`config.mk`:
```
export PLATFORM = sky130hd
export DESIGN_NAME = rurf_front
export DESIGN_NICKNAME = d
export VERILOG_FILES = /design/src/hw/rtl/rurf_pkg.sv /design/src/hw/rtl/rurf_front.sv
export SDC_FILE = /design/constraint.sdc
export NUM_CORES = 1
export LEC_CHECK = 0
export BUFFER_PORTS_ARGS = -buffer_cell sky130_fd_sc_hd__buf_2
export CORE_MARGIN = 3
export CORE_UTILIZATION = 50
export DETAILED_ROUTE_END_ITERATION = 10
export GPL_ROUTABILITY_DRIVEN = 1
export HOLD_SLACK_MARGIN = 0.06
export PLACE_DENSITY = 0.75
export SKIP_CTS_REPAIR_TIMING = 1
export SYNTH_ARGS = -nofsm -noshare
export SYNTH_HDL_FRONTEND = slang
export SYNTH_SLANG_ARGS = --single-unit
export TNS_END_PERCENT = 50
```
`constraint.sdc`:
```
create_clock -name clk -period 8 [get_ports clk]
set_input_delay 0.4 -clock clk [delete_from_list [all_inputs] [get_ports clk]]
set_output_delay 0.4 -clock clk [all_outputs]
set_load 0.005 [all_outputs]
```
`src/hw/rtl/rurf_pkg.sv`:
```
// ============================================================================
// rurf_pkg
// Shared types and constants of the redundant update filter cache.
// ============================================================================
package rurf_pkg;

    localparam int ACTION_W = 2;
    localparam int OBJ_W    = 32;
    localparam int METHOD_W = 4;
    localparam int KEY_W    = OBJ_W + METHOD_W;
    localparam int HASH_W   = 32;

    // Input tdata: object_id, method_id, value_hash, zero-filled to whole bytes
    localparam int IN_DATA_W  = ((OBJ_W + METHOD_W + HASH_W + 7) / 8) * 8;
    localparam int OUT_DATA_W = 8;

    // Action codes carried in tuser
    localparam logic [ACTION_W-1:0] ACT_CHECK = 2'd0;
    localparam logic [ACTION_W-1:0] ACT_INVAL = 2'd1;
    localparam logic [ACTION_W-1:0] ACT_CLEAR = 2'd2;

    // Multiplier of the home-slot mix
    localparam logic [31:0] MIX_MULT = 32'h045d_9f3b;

    // Entries of the queue between classifier and probe engine
    localparam int QUEUE_DEPTH = 2;
    localparam int QPTR_W      = $clog2(QUEUE_DEPTH);
    localparam int QCNT_W      = $clog2(QUEUE_DEPTH + 1);

    typedef struct packed {
        logic [ACTION_W-1:0] action;
        logic [KEY_W-1:0]    key;
        logic [HASH_W-1:0]   hash;
    } req_t;

    typedef struct packed {
        logic valid;
        logic [KEY_W-1:0]  key;
        logic [HASH_W-1:0] hash;
    } entry_t;

    typedef struct packed {
        logic empty;
        logic full;
    } q_status_t;

endpackage

```
`src/hw/rtl/rurf_front.sv`:
```
// ============================================================================
// rurf_front
// Accepts transactions, forms the key and mixes it into a home slot.
// ============================================================================
module rurf_front #(
    parameter int ADDR_W = 14
) (
    input  logic                              clk,
    input  logic                              rst_n,
    input  logic                              enable,
    input  logic                              in_tvalid,
    output logic                              in_tready,
    input  logic [rurf_pkg::IN_DATA_W-1:0]    in_tdata,
    input  logic [rurf_pkg::ACTION_W-1:0]     in_tuser,
    input  rurf_pkg::q_status_t               q_status,
    output logic                              push,
    output rurf_pkg::req_t                    push_req,
    output logic [ADDR_W-1:0]                 push_home
);

    logic           s1_valid_reg;
    rurf_pkg::req_t s1_req_reg;
    logic [31:0]    s1_mix_reg;
    logic           s2_valid_reg;
    rurf_pkg::req_t s2_req_reg;
    logic [31:0]    s2_prod_reg;

    rurf_pkg::req_t in_req;
    logic [31:0]    key_lo;
    logic [31:0]    mix_x;
    logic [31:0]    mix_fin;
    logic           s1_ready;
    logic           s2_ready;

    // Unpack the bus fields
    always_comb
    begin
        in_req.action = in_tuser;
        in_req.key    = {in_tdata[rurf_pkg::OBJ_W-1:0],
                         in_tdata[rurf_pkg::OBJ_W +: rurf_pkg::METHOD_W]};
        in_req.hash   = in_tdata[rurf_pkg::KEY_W +: rurf_pkg::HASH_W];
        // key is {object_id, method_id}; object_id is bits [31:0] of tdata
        key_lo        = in_req.key[31:0];
        mix_x         = in_tdata[31:0] ^ key_lo;
    end

    assign s2_ready  = !s2_valid_reg || !q_status.full;
    assign s1_ready  = !s1_valid_reg || s2_ready;
    assign in_tready = s1_ready && enable;

    assign mix_fin   = s2_prod_reg ^ (s2_prod_reg >> 16);
    assign push      = s2_valid_reg && !q_status.full;
    assign push_req  = s2_req_reg;
    assign push_home = mix_fin[ADDR_W-1:0];

    always_ff @(posedge clk or negedge rst_n)
    begin
        if (!rst_n)
        begin
            s1_valid_reg <= 1'b0;
            s2_valid_reg <= 1'b0;
        end
        else
        begin
            if (s1_ready)
            begin
                s1_valid_reg <= in_tvalid && enable;
            end
            if (s2_ready)
            begin
                s2_valid_reg <= s1_valid_reg;
            end
        end
    end

    always_ff @(posedge clk)
    begin
        if (in_tvalid && in_tready)
        begin
            s1_req_reg <= in_req;
            s1_mix_reg <= mix_x ^ (mix_x >> 16);
        end
        if (s1_valid_reg && s2_ready)
        begin
            s2_req_reg  <= s1_req_reg;
            s2_prod_reg <= s1_mix_reg * rurf_pkg::MIX_MULT;
        end
    end

endmodule

```
==> impl_metrics.ini <==
[logic_synthesis]
synth_seq_cells = 200
ys_seq_area_share_pct = 40.0
synth.distinct_cells = 50
syn_inst = 1166
async_flop_share_pct = 1.00
syn_nets = 1594
yosys_warnings = 0
synth_edf_count = 198
synth.avg_cell_area_sq_um = 12.9
ys_dominant_reg_cell = edfxtp_1
synth_area_sq_um = 15000

[place]
gp_congestion = 0.943
dp_hpwl_mm = 24.5
port_buffers = 160

[timing]
final_hold_viol_count = 0
rsz0062_at_grt = no
fin_skew_ns = 0.0116
final.setup.tns_ns = 0
finalMaxSlewViolations = 0
setup_viol = 0
finalCritPeriodShare_pct = 82.7
period_needed_ns = 6.61
tightest_slew_ns = 0.942
slew_headroom_pct = 37.1
fmax_mhz = 151

[worst_setup_path]
cp.required_ns = 8.20
crit_end = s2_prod_reg[27]
reg2reg_slack_ns = 1.39
endpoint_kind = register
path_max_fanout = 6
startpoint_type = register
r2r-end = s2_prod_reg[27]
crit_type = register to register
crit_start = s1_mix_reg[8]
rr_worst_depth = 20
r2r_start = s1_mix_reg[8]
cp.arrival_ns = 6.81

[clocking]
cts_buffers = 17
cts_tree = built
clock-sinks = 200
cts_max_path_buffers = 2
worstSkewPairLatency_ns = 0.45
root_buffer = clkbuf_16
cts_htree_levels = 4
path_clk_slew_ns = 0.09

[detailed_routing]
antenna_left = 0
via_per_inst = 4.83
dr.pass1.iters = 5
drc = 0
wl_mm = 29.4
routed-via-count = 8416
wl_per_cell_um = 16.9
drtIter0Drc = 422

[min_path]
hold_class = primary input to register
hp-start = in_tdata[53]

[global_route]
antenna_found_initial = 0
grt_usage_pct = 19.5
grt_max_degree = 72
grt-ovfl-total = 0
grt_pass1_wl_mm = 47.1
grt_pass1_vias = 9170

[layout]
fill_cells = 2378
syn2layout_area_growth_pct = 13.2
layout.nets = 1774
n_antenna_cell = 0
drive_gt1_share_pct = 15.2
layout_commonest_cell = inv_1
final_cell_mix = 382 x inv_1, 198 x edfxtp_1, 191 x fa_1

[floorplan]
start_util_pct = 51.4
pin_count = 166
rows = 62
die_w_um = 179
die-area_sq_um = 32100
core_area_sq_um = 29200
fp.dieH_um = 179

[job]
drv_cap = 0

[run_status]
status = complete, no violations
## layer usage
layer  track usage (%)  wire (um)
met1              25.5      12600
met2              32.2      14400
met3              3.64       1330
met4              7.67       1040
met5                 0          0
## worst min path at each step
stage	end	slack, ns	cells after the start
2_1_floorplan	s1_valid_reg	0.10	0
3_3_place_gp	s1_valid_reg	0.19	1
3_5_place_dp	s2_valid_reg	0.19	1
4_1_cts	s2_valid_reg	-0.31	1
5_1_grt	s1_req_reg[69]	0.09	1
6_report	s1_req_reg[17]	0.12	1
## worst max-delay path, cell delays in order, from the launching register on
cell,delay [ns]
edfxtp_1,0.56
inv_1,0.17
fa_1,0.56
inv_1,0.08
ha_1,0.35
fa_1,0.49
inv_1,0.07
fa_1,0.49
fa_1,0.55
inv_1,0.05
fa_1,0.47
inv_1,0.05
fa_1,0.50
inv_1,0.05
ha_1,0.35
and4_1,0.23
nand3_1,0.11
a211oi_1,0.39
nor3_1,0.17
or2_2,0.34
a311o_1,0.32
## stage by stage
stage          cell area [sq um]  worst slack (ns)  util (%)  hold slack (ns)  cells
6_report                   17000              1.39      58.2            0.116   1743
5_1_grt                    17000              1.09      58.2           0.0948   1743
4_1_cts                    17000              1.39      58.2           -0.306   1742
3_5_place_dp               16300              1.41      55.9            0.189   1710
3_3_place_gp               16300              1.46      55.9            0.186   1710
2_1_floorplan              15000              2.07         -            0.104   1166
## cell type report
cell class | count | area (sq um) | share of cell area (%)
tap | 384 | 480 | 2.83
clock inverter | 15 | 249 | 1.47
timing repair buffer | 163 | 826 | 4.86
clock buffer | 17 | 425 | 2.50
multi-input combinational | 581 | 7570 | 44.6
sequential | 200 | 6000 | 35.3
inverter | 383 | 1440 | 8.48
## synth_stat cells (2+ instances only)
cell | number | area, sq um
inv_1 | 383 | 1440
o21bai_1 | 3 | 22.5
nand4_1 | 2 | 12.5
clkbuf_1 | 2 | 7.51
o31ai_1 | 3 | 22.5
o21ai_0 | 9 | 45.0
a21oi_1 | 18 | 90.1
dfrtp_1 | 2 | 50.1
and3_1 | 3 | 18.8
a21boi_0 | 2 | 15.0
nor4_1 | 2 | 12.5
or3_1 | 2 | 12.5
and2_1 | 3 | 18.8
or2_2 | 3 | 18.8
nor2_1 | 5 | 18.8
nand2_1 | 8 | 30.0
edfxtp_1 | 198 | 5950
nand3_1 | 2 | 10.0
xnor2_1 | 65 | 569
nor2b_1 | 2 | 12.5
ha_1 | 157 | 1960
nand2b_1 | 5 | 31.3
fa_1 | 191 | 3820
a21o_1 | 6 | 45.0
xor2_1 | 49 | 429
nand3b_1 | 2 | 15.0
a31o_2 | 2 | 17.5
o21a_1 | 8 | 60.1
a31oi_1 | 3 | 18.8
nor3_1 | 6 | 30.0
## cells by family after synthesis
group | Yosys count | synth area share (%)
fa+ha+maj | 348 | 38.6
buf+inv | 385 | 9.63
flops | 200 | 40.0
mux | 1 | 0.0667
simple gates | 50 | 1.88
xor+xnor | 114 | 6.66
compound gates | 68 | 3.21
Power is left out: the tool's default activity adds up to more than one toggle a clock period on the data nets, which glitch-free logic cannot reach.
