[src/hw/rtl/rurf_pkg.sv]
// ============================================================================
// rurf_pkg
// Shared types and constants of the redundant update filter cache.
// ============================================================================
package rurf_pkg;

    localparam int ACTION_W = 2;
    localparam int OBJ_W    = 32;
    localparam int METHOD_W = 4;
    localparam int KEY_W    = OBJ_W + METHOD_W;
    localparam int HASH_W   = 32;

    // Input tdata: object_id, method_id, value_hash, zero-filled to whole bytes
    localparam int IN_DATA_W  = ((OBJ_W + METHOD_W + HASH_W + 7) / 8) * 8;
    localparam int OUT_DATA_W = 8;

    // Action codes carried in tuser
    localparam logic [ACTION_W-1:0] ACT_CHECK = 2'd0;
    localparam logic [ACTION_W-1:0] ACT_INVAL = 2'd1;
    localparam logic [ACTION_W-1:0] ACT_CLEAR = 2'd2;

    // Multiplier of the home-slot mix
    localparam logic [31:0] MIX_MULT = 32'h045d_9f3b;

    // Entries of the queue between classifier and probe engine
    localparam int QUEUE_DEPTH = 2;
    localparam int QPTR_W      = $clog2(QUEUE_DEPTH);
    localparam int QCNT_W      = $clog2(QUEUE_DEPTH + 1);

    typedef struct packed {
        logic [ACTION_W-1:0] action;
        logic [KEY_W-1:0]    key;
        logic [HASH_W-1:0]   hash;
    } req_t;

    typedef struct packed {
        logic valid;
        logic [KEY_W-1:0]  key;
        logic [HASH_W-1:0] hash;
    } entry_t;

    typedef struct packed {
        logic empty;
        logic full;
    } q_status_t;

endpackage

[src/hw/rtl/rurf_queue.sv]
// ============================================================================
// rurf_queue
// Short request queue between the classifier and the probe engine.
// ============================================================================
module rurf_queue #(
    parameter int ADDR_W = 14
) (
    input  logic                clk,
    input  logic                rst_n,
    input  logic                push,
    input  rurf_pkg::req_t      push_req,
    input  logic [ADDR_W-1:0]   push_home,
    input  logic                pop,
    output rurf_pkg::req_t      head_req,
    output logic [ADDR_W-1:0]   head_home,
    output rurf_pkg::q_status_t status
);

    rurf_pkg::req_t                 req_mem_reg  [rurf_pkg::QUEUE_DEPTH];
    logic [ADDR_W-1:0]              home_mem_reg [rurf_pkg::QUEUE_DEPTH];
    logic [rurf_pkg::QPTR_W-1:0]    wr_ptr_reg;
    logic [rurf_pkg::QPTR_W-1:0]    rd_ptr_reg;
    logic [rurf_pkg::QCNT_W-1:0]    count_reg;
    logic [rurf_pkg::QCNT_W-1:0]    count_next;

    assign status.empty = (count_reg == '0);
    assign status.full  = (count_reg == rurf_pkg::QCNT_W'(rurf_pkg::QUEUE_DEPTH));
    assign head_req     = req_mem_reg[rd_ptr_reg];
    assign head_home    = home_mem_reg[rd_ptr_reg];

    always_comb
    begin
        count_next = count_reg;
        if (push && !pop)
        begin
            count_next = count_reg + 1'b1;
        end
        else if (pop && !push)
        begin
            count_next = count_reg - 1'b1;
        end
    end

    always_ff @(posedge clk or negedge rst_n)
    begin
        if (!rst_n)
        begin
            wr_ptr_reg <= '0;
            rd_ptr_reg <= '0;
            count_reg  <= '0;
        end
        else
        begin
            count_reg <= count_next;
            if (push)
            begin
                wr_ptr_reg <= wr_ptr_reg + 1'b1;
            end
            if (pop)
            begin
                rd_ptr_reg <= rd_ptr_reg + 1'b1;
            end
        end
    end

    always_ff @(posedge clk)
    begin
        if (push)
        begin
            req_mem_reg[wr_ptr_reg]  <= push_req;
            home_mem_reg[wr_ptr_reg] <= push_home;
        end
    end

endmodule

[config.mk]
export PLATFORM = sky130hd
export DESIGN_NAME = rurf_queue
export DESIGN_NICKNAME = d
export VERILOG_FILES = /design/src/hw/rtl/rurf_pkg.sv /design/src/hw/rtl/rurf_queue.sv
export SDC_FILE = /design/constraint.sdc
export NUM_CORES = 1
export LEC_CHECK = 0
export ABC_AREA = 1
export CORE_AREA = 3 3 110 112
export CTS_BUF_LIST = sky130_fd_sc_hd__clkbuf_8
export CTS_CLUSTER_DIAMETER = 80
export CTS_CLUSTER_SIZE = 14
export DETAILED_ROUTE_END_ITERATION = 16
export DIE_AREA = 0 0 113 115
export DONT_BUFFER_PORTS = 1
export PLACE_DENSITY = 0.82
export SLEW_MARGIN = 20
export SYNTH_ARGS = -nofsm -noshare
export SYNTH_HDL_FRONTEND = slang
export SYNTH_SLANG_ARGS = --single-unit
[constraint.sdc]
create_clock -name clk -period 4.54 [get_ports clk]
set_input_delay 0.227 -clock clk [delete_from_list [all_inputs] [get_ports clk]]
set_output_delay 0.227 -clock clk [all_outputs]
set_load 0.02 [all_outputs]
==> impl_metrics.env <==
export IMPL_run_status="complete, no violations"
export IMPL_htreeDepth=4
export IMPL_postLayoutCellArea_mm2=0.00771
export IMPL_dp_hpwl_um=6610
export IMPL_hold_path_class="in -> async"
export IMPL_cts_buffer_depth=2
export IMPL_max_freq_ghz=0.452
export IMPL_placed_area_mm2=0.00641
export IMPL_synth_compound_area_share_pct=0
export IMPL_cts_made_buffers=17
export IMPL_synth_xor_area_share_pct=0.419
export IMPL_worst_path_max_delay_cell="dfrtp_4"
export IMPL_n_fill_cell=739
export IMPL_drtIter0Drc=229
export IMPL_routed_wl_um=11400
export IMPL_path_cells="buf_16 > mux2_1"
export IMPL_synth_cell_types=15
export IMPL_num_io_pins=174
export IMPL_diodes=0
export IMPL_grt_pass1_wl_um=17400
export IMPL_powerDensity_mw_per_mm2=594
export IMPL_ys_ff_latch=172
export IMPL_numPortBuffers=0
export IMPL_yosys_top_cells_count="edfxtp_1 (168), mux2_1 (50), mux2_2 (34)"
export IMPL_ys_flop_type="edfxtp_1"
export IMPL_whs_ns=0.0650
export IMPL_grt_max_degree=86
export IMPL_wl_per_cell_um=21.0
export IMPL_rsz0062_at_grt="no"
export IMPL_skew_ns=0.00958
export IMPL_reg2reg_to="req_mem_reg[1][27]"
export IMPL_syn_to_final_growth_pct=22.9
export IMPL_synth_area_leaders="edfxtp_1 (80%), mux2_1 (9.0%), mux2_2 (6.1%)"
export IMPL_cpPeakStageDelay_ns=0.71
export IMPL_antenna_found_initial=0
export IMPL_worstSetupEndpointType="primary output"
export IMPL_synth_top_area_cell="edfxtp_1"
export IMPL_clkSlewWorstSetupHoldPaths_ns=0.08
export IMPL_synth_top_family_by_area="multiplexers"
export IMPL_vdd_ir_drop_worst_v=0.000412
export IMPL_gp_congestion=0.729
export IMPL_leakagePower_nw=2.62
export IMPL_synthCells=286
export IMPL_yosysWarningCount=0
export IMPL_slew_viol_final=0
export IMPL_arrival_ns=1.98
export IMPL_cts_root_buf="clkbuf_8"
export IMPL_critPathRequiredTime_ns=4.31
export IMPL_fp_dieArea_mm2=0.0130
export IMPL_largest_register_ffs=140
export IMPL_clock_latency_ns=0.42
export IMPL_synth_simple_gate_area_share_pct=0.658
export IMPL_finalSetupViolations=0
export IMPL_final_setup_tns_ns=0
export IMPL_drc=0
export IMPL_fin_crit_ns=2.21
export IMPL_vias_per_cell=5.35
export IMPL_grt_usage_pct=17.9
export IMPL_tightestPinTransition_ns=0.716
export IMPL_synth_fp_nets=375
export IMPL_muxShareOfSynthArea_pct=15.1
export IMPL_start_kind="flip-flop"
export IMPL_synthAdderAreaFrac_pct=0.199
export IMPL_vias=2904
export IMPL_slew_headroom_pct=52.3
export IMPL_die_w_um=113
export IMPL_synth_top_cell_area_share_pct=80.4
export IMPL_rows=39
export IMPL_crit_type="reg -> out"
export IMPL_finalHoldViolations=0
export IMPL_die_h_um=115
export IMPL_async_flop_share_pct=2.33
export IMPL_drive_gt1_share_pct=17.5
export IMPL_timing_final_crit_share_pct=48.7
export IMPL_gr_total_overflow=0
export IMPL_grt_pass1_vias=3228
export IMPL_yosysSeqAreaShare_pct=82.0
export IMPL_drt_pre_antenna_iters=4
export IMPL_synth_edf_count=168
export IMPL_power_mw=4.58
export IMPL_initial_core_util_pct=55.4
export IMPL_synth_most_common_cell="edfxtp_1"
export IMPL_cp_max_fo=56
export IMPL_r2r_slack_ns=2.48
export IMPL_core_mm2=0.0113
export IMPL_postRouteAntennaNets=0
export IMPL_rr_worst_depth=3
export IMPL_syn_area_per_cell_um2=21.9
export IMPL_r2r_start="wr_ptr_reg"
export IMPL_maxCapViolCount=0
export IMPL_synth_area_mm2=0.00628
export IMPL_cts_tree="done"
export IMPL_fin_nets=476
export IMPL_cts_sinks=172
export IMPL_cts_setup_buffers=0
-- critical path, delay by kind of cell (launching register included) --
family | cells | cell delay [ns]
flops | 1 | 0.71
buf+inv | 1 | 0.31
mux | 1 | 0.47
-- where the power goes --
group | leakage (nW) | switching (mW) | internal, mW | total (mW)
clock | 0.196 | 0.530 | 0.543 | 1.07
combinational | 0.802 | 0.870 | 0.397 | 1.27
sequential | 1.62 | 0.134 | 2.11 | 2.24
total | 2.62 | 1.53 | 3.05 | 4.58
-- layer usage --
| metal | GRT usage (%) | part of all wire, % |
|---|---|---|
| met5 | 0 | 0 |
| met4 | 4.49 | 0.70 |
| met3 | 6.79 | 7.4 |
| met2 | 31.8 | 54 |
| met1 | 20.5 | 38 |
-- worst max path at each step --
stage                          start            endpoint  slack [ns]  cells after the start
final                     rd_ptr_reg         head_req[7]        2.33                      2
after global placement    wr_ptr_reg  req_mem_reg[1][24]        2.51                      3
after floorplan           wr_ptr_reg  home_mem_reg[0][0]         0.1                      1
after global routing      rd_ptr_reg         head_req[7]        2.23                      2
after CTS                 rd_ptr_reg        head_req[36]        2.10                      1
after detailed placement  wr_ptr_reg  req_mem_reg[1][48]        2.49                      3
-- what timing repair did --
| action | CTS | global route |
|---|---|---|
| resized for setup | 0 | 0 |
| endpoints found under the setup margin | 0 | 0 |
| hold endpoints to repair | 174 | 0 |
| hold buffers | 87 | 0 |
-- placed cells by master (no fill, tap or decap) --
cell,synthesis,layout
ha_1,1,1
edfxtp_1,168,168
nand4_1,1,1
buf_16,0,1
dfrtp_1,4,3
clkinv_1,0,3
bufinv_16,0,3
mux2_1,50,50
nor2_4,0,1
clkbuf_8,0,17
clkinv_2,0,3
mux2_2,34,34
xor2_1,2,2
xnor2_1,1,1
clkinv_4,0,2
buf_4,1,3
inv_8,0,1
nand3_1,1,1
nor2_1,3,2
dlygate4sd3_1,0,87
clkinvlp_4,0,3
inv_6,0,1
inv_1,7,6
dfrtp_4,0,1
nand2_1,5,5
-- per-stage QoR --
| stage | setup WS [ns] | cells | util (%) |
|---|---|---|---|
| global placement | 2.51 | 423 | 56.6 |
| global route | 2.23 | 543 | 68.1 |
| detailed placement | 2.49 | 423 | 56.6 |
| CTS | 2.10 | 542 | 67.9 |
| floorplan | 0.0978 | 286 | - |
| finish | 2.33 | 543 | 68.1 |
-- kinds of logic after synthesis --
| group | after synthesis |
|---|---|
| DFF | 172 |
| muxes | 84 |
| buffers and inverters | 16 |
| and+or+nand+nor | 10 |
| xor gates and xnor gates | 3 |
| adders and majority gates | 1 |
-- final cells by class --
class | instances | area [um2] | area share [%]
clock buffer | 17 | 234 | 3.03
tap | 143 | 179 | 2.32
multi-input combinational | 98 | 1030 | 13.4
timing repair buffer | 91 | 921 | 11.9
clock inverter | 15 | 171 | 2.22
sequential | 172 | 5150 | 66.7
inverter | 7 | 27.5 | 0.357
(Power assumes the default switching activity.)
